### src/rtl/deci_pkg.sv
// shared types and constants of the display escape command interpreter
// no dependencies

package deci_pkg;

  // result action codes
  typedef enum logic [2:0] {
    ACT_SEND  = 3'd0,
    ACT_PIN   = 3'd1,
    ACT_DELAY = 3'd2,
    ACT_END   = 3'd3,
    ACT_ERROR = 3'd4
  } action_e;

  // command codes that follow the escape byte
  localparam logic [7:0] CMD_SLEEP = 8'd1;
  localparam logic [7:0] CMD_CS    = 8'd2;
  localparam logic [7:0] CMD_CMDS  = 8'd3;
  localparam logic [7:0] CMD_RESET = 8'd4;
  localparam logic [7:0] CMD_DATA  = 8'd5;
  localparam logic [7:0] CMD_PIN   = 8'd6;
  localparam logic [7:0] CMD_END   = 8'd7;

  // configuration register indexes
  localparam int unsigned CfgIdxW = 2;
  localparam logic [CfgIdxW-1:0] CFG_ESC_CODE  = 2'd0;
  localparam logic [CfgIdxW-1:0] CFG_CS_PIN    = 2'd1;
  localparam logic [CfgIdxW-1:0] CFG_DC_PIN    = 2'd2;
  localparam logic [CfgIdxW-1:0] CFG_RESET_PIN = 2'd3;

  // reset values of the configuration registers
  localparam logic [7:0] ESC_CODE_RST  = 8'd27;
  localparam logic [7:0] CS_PIN_RST    = 8'd0;
  localparam logic [7:0] DC_PIN_RST    = 8'd1;
  localparam logic [7:0] RESET_PIN_RST = 8'd2;

  // one result, lowest field in the lowest bits
  typedef struct packed {
    logic [7:0] delay_ms;
    logic       pin_level;
    logic [7:0] pin_id;
    logic [7:0] out_byte;
    action_e    action;
  } result_t;

  localparam int unsigned ResultW = $bits(result_t);
  localparam int unsigned OutDataW = ((ResultW + 7) / 8) * 8;

  // number of results that follow the first one of a reset pulse
  localparam logic [2:0] RESET_TAIL = 3'd4;

endpackage

### src/rtl/display_escape_command_interpreter_top.sv
// top level of the display escape command interpreter
// depends on deci_pkg

// usage
// - input stream: one command program byte per transfer on s_axis, tdata holds
//   the byte, tuser marks the first byte of a new program (restarts the parser)
// - output stream: one action per transfer on m_axis, tdata holds action,
//   out_byte, pin_id, pin_level and delay_ms; tlast marks the final result
//   caused by one input byte
// - config: write cfg_data_i to register cfg_idx_i when cfg_we_i is high
//   (escape code, chip select pin, dc pin, reset pin); only while idle
// - path: an accepted byte is held in the input register, and its result is
//   registered into the output register that drives m_axis once that
//   register is free and no reset pulse tail is pending
// - throughput: one byte per cycle while m_axis is ready; the reset command
//   makes five results; a small sequencer plays out its tail of four, one per
//   cycle while m_axis is ready, as the next byte waits in the input register
// - after reset the parser is halted: bytes are dropped until one arrives
//   with the start mark; config registers return to their defaults
// - when m_axis stalls the result is held and one more byte is still taken
//   into the input register, then s_axis_tready_o drops

module display_escape_command_interpreter_top (
  input  logic                           clk_i,
  input  logic                           rst_ni,
  // input stream
  input  logic                           s_axis_tvalid_i,
  output logic                           s_axis_tready_o,
  input  logic [7:0]                     s_axis_tdata_i,  // [7:0] cmd_byte
  input  logic [0:0]                     s_axis_tuser_i,  // [0] start_of_program
  // output stream
  output logic                           m_axis_tvalid_o,
  input  logic                           m_axis_tready_i,
  // [2:0] action, [10:3] out_byte, [18:11] pin_id, [19] pin_level,
  // [27:20] delay_ms, rest zero
  output logic [deci_pkg::OutDataW-1:0]  m_axis_tdata_o,
  output logic                           m_axis_tlast_o,
  // configuration writes
  input  logic                           cfg_we_i,
  input  logic [deci_pkg::CfgIdxW-1:0]   cfg_idx_i,
  input  logic [7:0]                     cfg_data_i
);
  import deci_pkg::*;

  typedef enum logic [3:0] {
    M_HALTED,
    M_PLAIN,
    M_ESC,
    M_SLEEPARG,
    M_CSARG,
    M_RESETARG,
    M_DATALEN,
    M_DATA,
    M_PINID,
    M_PINLVL
  } mode_e;

  // configuration registers
  logic [7:0] esc_code_q, cs_pin_q, dc_pin_q, reset_pin_q;

  always_ff @(posedge clk_i or negedge rst_ni) begin
    if (!rst_ni) begin
      esc_code_q  <= ESC_CODE_RST;
      cs_pin_q    <= CS_PIN_RST;
      dc_pin_q    <= DC_PIN_RST;
      reset_pin_q <= RESET_PIN_RST;
    end else if (cfg_we_i) begin
      unique case (cfg_idx_i)
        CFG_ESC_CODE:  esc_code_q  <= cfg_data_i;
        CFG_CS_PIN:    cs_pin_q    <= cfg_data_i;
        CFG_DC_PIN:    dc_pin_q    <= cfg_data_i;
        CFG_RESET_PIN: reset_pin_q <= cfg_data_i;
        default: ;
      endcase
    end
  end

  // input register
  logic       in_valid_q;
  logic [7:0] in_byte_q;
  logic       in_start_q;

  // parser state
  mode_e      mode_q, mode_d;
  logic [7:0] data_rem_q, data_rem_d;
  logic [7:0] held_pin_q, held_pin_d;

  // reset pulse sequencer: results still to come and the delay argument
  logic [2:0] seq_cnt_q;
  logic [7:0] seq_arg_q;

  // output register
  logic       out_valid_q;
  result_t    out_res_q;
  logic       out_last_q;

  logic       out_free;
  logic       in_advance;
  logic       s_accept;

  // parser outputs for the byte in the input register
  logic       res_valid;
  result_t    res;
  logic       seq_start;

  // sequencer result
  result_t    seq_res;
  logic       seq_emit;

  assign out_free   = !out_valid_q || m_axis_tready_i;
  assign in_advance = in_valid_q && out_free && (seq_cnt_q == 3'd0);
  assign s_axis_tready_o = !in_valid_q || in_advance;
  assign s_accept   = s_axis_tvalid_i && s_axis_tready_o;
  assign seq_emit   = (seq_cnt_q != 3'd0) && out_free;

  always_ff @(posedge clk_i or negedge rst_ni) begin
    if (!rst_ni) begin
      in_valid_q <= 1'b0;
    end else if (s_accept) begin
      in_valid_q <= 1'b1;
    end else if (in_advance) begin
      in_valid_q <= 1'b0;
    end
  end

  always_ff @(posedge clk_i) begin
    if (s_accept) begin
      in_byte_q  <= s_axis_tdata_i;
      in_start_q <= s_axis_tuser_i[0];
    end
  end

  // one byte of the parser
  always_comb begin
    mode_e      mode_cur;
    logic [7:0] rem_cur;
    logic [7:0] rem_dec;

    mode_cur   = in_start_q ? M_PLAIN : mode_q;
    rem_cur    = in_start_q ? 8'd0 : data_rem_q;
    rem_dec    = rem_cur - 8'd1;
    mode_d     = mode_cur;
    data_rem_d = rem_cur;
    held_pin_d = held_pin_q;
    res_valid  = 1'b0;
    res        = '0;
    res.action = ACT_SEND;
    seq_start  = 1'b0;

    unique case (mode_cur)
      M_PLAIN: begin
        if (in_byte_q == esc_code_q) begin
          mode_d = M_ESC;
        end else begin
          res_valid    = 1'b1;
          res.out_byte = in_byte_q;
        end
      end
      M_ESC: begin
        mode_d = M_PLAIN;
        // doubled escape wins over a command code of the same value
        if (in_byte_q == esc_code_q) begin
          res_valid    = 1'b1;
          res.out_byte = in_byte_q;
        end else begin
          unique case (in_byte_q)
            CMD_SLEEP: mode_d = M_SLEEPARG;
            CMD_CS:    mode_d = M_CSARG;
            CMD_CMDS: begin
              res_valid  = 1'b1;
              res.action = ACT_PIN;
              res.pin_id = dc_pin_q;
            end
            CMD_RESET: mode_d = M_RESETARG;
            CMD_DATA:  mode_d = M_DATALEN;
            CMD_PIN:   mode_d = M_PINID;
            CMD_END: begin
              res_valid  = 1'b1;
              res.action = ACT_END;
              mode_d     = M_HALTED;
            end
            default: begin
              res_valid  = 1'b1;
              res.action = ACT_ERROR;
              mode_d     = M_HALTED;
            end
          endcase
        end
      end
      M_SLEEPARG: begin
        res_valid    = 1'b1;
        res.action   = ACT_DELAY;
        res.delay_ms = in_byte_q;
        mode_d       = M_PLAIN;
      end
      M_CSARG: begin
        res_valid     = 1'b1;
        res.action    = ACT_PIN;
        res.pin_id    = cs_pin_q;
        res.pin_level = (in_byte_q == 8'd0);
        mode_d        = M_PLAIN;
      end
      M_RESETARG: begin
        // first of five results; the sequencer plays the rest
        res_valid     = 1'b1;
        res.action    = ACT_PIN;
        res.pin_id    = reset_pin_q;
        res.pin_level = 1'b1;
        seq_start     = 1'b1;
        mode_d        = M_PLAIN;
      end
      M_DATALEN: begin
        res_valid     = 1'b1;
        res.action    = ACT_PIN;
        res.pin_id    = dc_pin_q;
        res.pin_level = 1'b1;
        data_rem_d    = in_byte_q;
        mode_d        = (in_byte_q == 8'd0) ? M_PLAIN : M_DATA;
      end
      M_DATA: begin
        res_valid    = 1'b1;
        res.out_byte = in_byte_q;
        data_rem_d   = rem_dec;
        if (rem_dec == 8'd0) begin
          mode_d = M_PLAIN;
        end
      end
      M_PINID: begin
        held_pin_d = in_byte_q;
        mode_d     = M_PINLVL;
      end
      M_PINLVL: begin
        res_valid     = 1'b1;
        res.action    = ACT_PIN;
        res.pin_id    = held_pin_q;
        res.pin_level = (in_byte_q != 8'd0);
        mode_d        = M_PLAIN;
      end
      default: begin
        // halted: byte dropped
        mode_d = M_HALTED;
      end
    endcase
  end

  // tail of the reset pulse: delay, low, delay, high
  always_comb begin
    seq_res = '0;
    if (seq_cnt_q[0]) begin
      seq_res.action    = ACT_PIN;
      seq_res.pin_id    = reset_pin_q;
      seq_res.pin_level = (seq_cnt_q == 3'd1);
    end else begin
      seq_res.action   = ACT_DELAY;
      seq_res.delay_ms = seq_arg_q;
    end
  end

  always_ff @(posedge clk_i or negedge rst_ni) begin
    if (!rst_ni) begin
      mode_q     <= M_HALTED;
      data_rem_q <= 8'd0;
      held_pin_q <= 8'd0;
      seq_cnt_q  <= 3'd0;
    end else begin
      if (in_advance) begin
        mode_q     <= mode_d;
        data_rem_q <= data_rem_d;
        held_pin_q <= held_pin_d;
        if (seq_start) begin
          seq_cnt_q <= RESET_TAIL;
        end
      end else if (seq_emit) begin
        seq_cnt_q <= seq_cnt_q - 3'd1;
      end
    end
  end

  always_ff @(posedge clk_i) begin
    if (in_advance && seq_start) begin
      seq_arg_q <= in_byte_q;
    end
  end

  // output register
  always_ff @(posedge clk_i or negedge rst_ni) begin
    if (!rst_ni) begin
      out_valid_q <= 1'b0;
    end else if (seq_emit || (in_advance && res_valid)) begin
      out_valid_q <= 1'b1;
    end else if (m_axis_tready_i) begin
      out_valid_q <= 1'b0;
    end
  end

  always_ff @(posedge clk_i) begin
    if (seq_emit) begin
      out_res_q  <= seq_res;
      out_last_q <= (seq_cnt_q == 3'd1);
    end else if (in_advance && res_valid) begin
      out_res_q  <= res;
      out_last_q <= !seq_start;
    end
  end

  assign m_axis_tvalid_o = out_valid_q;
  assign m_axis_tdata_o  = {{(OutDataW - ResultW){1'b0}}, out_res_q};
  assign m_axis_tlast_o  = out_last_q;

  // the sequencer only runs behind a result it has already placed
  assert property (@(posedge clk_i) disable iff (!rst_ni)
    (seq_cnt_q != 3'd0) |-> out_valid_q)
    else $error("reset pulse tail pending without a result in the output register");

  // a new byte never overtakes the reset pulse tail
  assert property (@(posedge clk_i) disable iff (!rst_ni)
    !(in_advance && (seq_cnt_q != 3'd0)))
    else $error("parser advanced during the reset pulse tail");

  // the first result of a reset pulse is never marked last
  assert property (@(posedge clk_i) disable iff (!rst_ni)
    (in_advance && seq_start) |=> (out_valid_q && !out_last_q))
    else $error("reset pulse head marked as last");

  // every shown result carries a defined action
  assert property (@(posedge clk_i) disable iff (!rst_ni)
    out_valid_q |-> (out_res_q.action == ACT_SEND || out_res_q.action == ACT_PIN ||
                     out_res_q.action == ACT_DELAY || out_res_q.action == ACT_END ||
                     out_res_q.action == ACT_ERROR))
    else $error("undefined action on the output");

endmodule

### config.mk
export PLATFORM = sky130hd
export DESIGN_NAME = display_escape_command_interpreter_top
export DESIGN_NICKNAME = d
export VERILOG_FILES = /design/src/rtl/deci_pkg.sv /design/src/rtl/display_escape_command_interpreter_top.sv
export SDC_FILE = /design/constraint.sdc
export NUM_CORES = 1
export LEC_CHECK = 0
export BUFFER_PORTS_ARGS = -buffer_cell sky130_fd_sc_hd__buf_2
export CAP_MARGIN = 20
export CORE_MARGIN = 4
export CORE_UTILIZATION = 40
export DETAILED_ROUTE_END_ITERATION = 8
export PLACE_DENSITY_LB_ADDON = 0.12
export SYNTH_ARGS = -nofsm -noshare
export SYNTH_HDL_FRONTEND = slang
export SYNTH_SLANG_ARGS = --single-unit
### constraint.sdc
create_clock -name clk_i -period 3.6 [get_ports clk_i]
set_clock_uncertainty 0.2 [all_clocks]
set_input_delay 1.08 -clock clk_i [delete_from_list [all_inputs] [get_ports clk_i]]
set_output_delay 1.08 -clock clk_i [all_outputs]
set_load 0.005 [all_outputs]
After elaboration in Yosys (flattened, before gate mapping)
Index checks and enable logic that the tools add are counted.

Output and inout bits: 35. Input port bits: 24. Bits in registers: 103. Word-level logic and storage cells: 115.

Mux-type cells: 39. Add/sub/neg operators: 2. Equal/unequal tests: 22. Reduce and logical (&&, ||, !) cells: 33.

Operators by type and width (count): $mux W28 (2); $mux W8 (7); $pmux W4 S6 (2); $pmux W8 S5 (1); $eq A8 B3 Y1 const B (4); $pmux W8 S3 (1); $pmux W3 S3 (2); $eq A4 B3 Y1 const B (4); $eq A8 B2 Y1 const B (2); $logic_not A8 Y1 (2); $mux W4 (4); $pmux W8 S2 (1); $mux W3 (5); $reduce_and A2 Y1 (6); $mux W1 (10); $mux W9 (1); $eq A4 B2 Y1 const B (2); $eq A4 B4 Y1 const B (2); $eq A8 B1 Y1 const B (1); $eq A8 B8 Y1 (1); $reduce_bool A2 Y1 (4); $reduce_bool A8 Y1 (1); $reduce_or A4 Y1 (2); $sub A8 B1 Y8 const B (1); 17 further kinds (28).

Longest topological paths before layout
Depth after elaboration: 8. Depth in mapped cells: 12. Depth with buffers taken out: 9.

Least setup slack after synthesis
Ideal clock, no wire load.

Path kind: in2out. Start: input port m_axis_tready_i. End: output port s_axis_tready_o. Required time: 2.320 ns. Stages on the path: 4. Arrival: 1.767 ns. Slack: 0.553 ns. Buffers on the path: 1. Cells stage by stage: nand2b_1 nand3_1 clkbuf_1 nand2_1.

Cells in the longest elaborated chain, start to end: 4.

Ends and longest elaborated chain: from (decl) (line display_escape_command_interpreter_top.sv:33) `input logic m_axis_tready_i,`; $logic_or A1 B1 Y1 (line display_escape_command_interpreter_top.sv:110) `assign out_free = !out_valid_q || m_axis_tready_i;`; $logic_and A1 B1 Y1 (2 in a row) (line display_escape_command_interpreter_top.sv:111) `assign in_advance = in_valid_q && out_free && (seq_cnt_q == 3'd0);`; $logic_or A1 B1 Y1 (line display_escape_command_interpreter_top.sv:112) `assign s_axis_tready_o = !in_valid_q || in_advance;`; to (decl) (line display_escape_command_interpreter_top.sv:28) `output logic s_axis_tready_o,`.

Every way passes these cells.

Worst setup path after layout
Ends and elaborated chain as after synthesis.

==> impl_metrics.yaml <==
clock_tree:
  clk_pin_slew_worst_paths_ps: 70
  worstSkewPairLatency_ps: 350
  post_cts_buffers: 0
  clockBufferDepth: 2
  cts_buffers: 9
  cts_tree: "yes"
  root_buffer: "clkbuf_16"
  cts_sinks: 103
  cts_hold_buf: 0
  htree_levels: 3
  ctsResizeCount: 0
power_and_ir_drop:
  ir_drop_uv: 328.4
  p_per_area_nw_per_um2: 648.9
  p_comb_frac: 0.279
  clkPwrFrac: 0.272
  switching_share: 0.3193
  power_frac_seq: 0.449
  power.switching_mw: 1.226
  p_leak_nw: 2.384
  total_power_mw: 3.841
  internal_power_mw: 2.615
grt:
  grt_max_degree: 29
  grt_overflow_total: 0
  antenna_found_initial: 0
  grtUsageTotal: 0.1757
  grt_pass1_vias: 3699
  grt_first_pass_wirelength_um: 19720
floorplanning:
  fp.dieW_um: 120.8
  core_um2: 12210
  ios: 59
  die_h_um: 120.8
  dieArea_um2: 14590
  initial_core_util: 0.4166
  rows: 40
worst_setup_path:
  crit_chain: "buf_2 > nand2b_1 > nand3_1 > nand2_1 > buf_2"
  cpMostUsedCell: "buf_2"
  cp-start-kind: "primary input"
  setup.worst_path.end_class: "primary output"
  r2r_end: "m_axis_tdata_o[16]"
  startpoint: "m_axis_tready_i"
  r2r_slack_ps: 580
  crit_arrival_ps: 1810
  path_max_fanout: 6
  path_delay_family: "simple AND/OR/NAND/NOR gates"
  crit_end: "s_axis_tready_o"
  worst_r2r_path_depth: 6
  cpMaxStageDelayCell: "nand2b_1"
  max_stage_delay_ps: 210
  path_depth: 5
  crit_type: "in -> out"
  crit_buf_inv: 2
  r2r_start: "mode_q[2]"
  critical_path_required_ps: 2320
cells_and_area:
  area_growth_pct: 16.36
  final_net_count: 538
  final_cells: 682
  fin_util: 0.4847
  drive_gt1_frac: 0.3054
  diodes: 0
  fillers: 1167
  stdcell_area_um2: 5919
sta:
  slew_viol_final: 0
  finalSetupTns_ps: 0
  tightest_slew_ps: 930.3
  fin_hold_ws_ps: 255.0
  hold_viol: 0
  rsz0062_at_grt: "false"
  setup_violations: 0
  fmax_ghz: 0.3241
  min_period_over_period: 0.8571
  layout_setup_ws_ps: 514.5
  post-route-min-period_ps: 3085
  relSlewSlack: 0.3750
synth:
  synth_edf_count: 38
  postSynthAreaPerCell_um2: 11.38
  synth_area_leader_cell: "dfrtp_1"
  ys_seq_area_frac: 0.5376
  synth_top_area_frac: 0.2509
  ys_async_sr_fraction: 0.5534
  ys_seq_elements: 103
  synth_cell_types: 60
  synthMostInstantiatedCell: "dfrtp_1"
  ys.flop_type: "dfrtp_1"
  synth_common_cells: "51 x dfrtp_1, 39 x mux2_2, 38 x edfxtp_1"
  syn_inst: 447
  synth_area_um2: 5087
  synthTopCellsByArea: "dfrtp_1 25%, edfxtp_1 22%, mux2_2 8.6%"
  yosysWarnings: 0
placed_design:
  dp_hpwl_um: 8869
  port_buffers: 54
  placed_area_um2: 5605
  place.gp.congestion: 0.8257
  dp_slack_ps: 540.1
  dp_cells: 666
route:
  ant_nets: 0
  vias: 3733
  via_per_inst: 5.474
  drcViolationCount: 0
  wire_per_inst_um: 17.99
  dr.pass1.iters: 4
  wirelength_um: 12270
  drt-initial-drc-count: 235
min_path:
  hold_class: "reg -> reg"
outcome:
  status: "finished clean"
run:
  max_cap_viol_count: 0
## logic make-up (layout without fill, tap and decap cells)
logic type      after synthesis  count (layout)  share of synthesized area
compound gates              112             112                     0.1621
xor+xnor                     13              13                    0.02238
flops                       103             103                     0.5376
buf+inv                      36             100                    0.03394
fa+ha+maj                     5               5                    0.01230
simple gates                136             136                     0.1407
mux                          41              41                    0.09026
other cells                   1               4                  0.0007371
## cell type report
| type | count | area, um^2 | share of cell area |
|---|---|---|---|
| clock buffer | 12 | 236.5 | 0.03995 |
| clock inverter | 4 | 77.57 | 0.01311 |
| inverter | 7 | 26.28 | 0.004439 |
| multi-input combinational | 311 | 2191 | 0.3701 |
| sequential | 103 | 2735 | 0.4621 |
| tap | 168 | 210.2 | 0.03551 |
| timing repair buffer | 77 | 442.9 | 0.07483 |
## cells in the final DEF (no fill, tap or decap), types with 6 or more instances in the layout
master	count
buf_2	54
dfrtp_1	51
mux2_2	39
edfxtp_1	38
nand2_1	34
buf_4	23
nor2_1	22
nand3_1	22
a22o_1	19
a21oi_1	17
a21oi_2	16
o21ai_0	14
o21ai_1	13
xor2_1	11
nand2b_1	10
nor3_1	10
clkbuf_16	9
a221o_1	8
dfxtp_1	8
nor2b_1	7
inv_1	7
dfstp_2	6
## how the worst min path moves through the flow
stage | start | endpoint | slack (ps) | cells past startpoint
after floorplan | held_pin_q[5] | held_pin_q[5] | 250 | 2
after global placement | m_axis_tdata_o[3] | m_axis_tdata_o[3] | 250 | 2
after detailed placement | m_axis_tdata_o[6] | m_axis_tdata_o[6] | 250 | 2
after CTS | m_axis_tdata_o[6] | m_axis_tdata_o[6] | 260 | 2
after global routing | m_axis_tdata_o[7] | m_axis_tdata_o[7] | 270 | 2
final | m_axis_tdata_o[9] | m_axis_tdata_o[9] | 260 | 2
## sequential cells by signal (all words and copies together) (netlist names)
| signal | count |
|---|---|
| cs_pin_q | 8 |
| m_axis_tlast_o | 1 |
| m_axis_tdata_o | 28 |
| reset_pin_q | 8 |
| seq_cnt_q | 3 |
| held_pin_q | 8 |
| esc_code_q | 8 |
| seq_arg_q | 8 |
| in_byte_q | 8 |
| m_axis_tvalid_o | 1 |
| mode_q | 4 |
| data_rem_q | 8 |
| dc_pin_q | 8 |
| in_start_q | 1 |
| in_valid_q | 1 |
## tightest hold or removal path: cells and delay by family (launching register included)
kind            cells  cell delay [ps]
flops               1              310
simple gates        1               60
compound gates      1               50
## per-layer routing
layer / share of wire / track usage
met1: 0.45 / 0.2359
met2: 0.48 / 0.2794
met3: 0.040 / 0.02853
met4: 0.028 / 0.08074
met5: 0 / 0
## power by group through the flow
stage                     Clock (mW)  Combinational, mW  Sequential [mW]
final                           1.04               1.07             1.73
after global routing            1.12               1.19             1.76
after CTS                       1.07               1.09             1.73
after detailed placement           0               1.08             1.75
after global placement             0               1.06             1.75
after floorplan                    0              0.652             1.72
(Power assumes the default switching activity.)
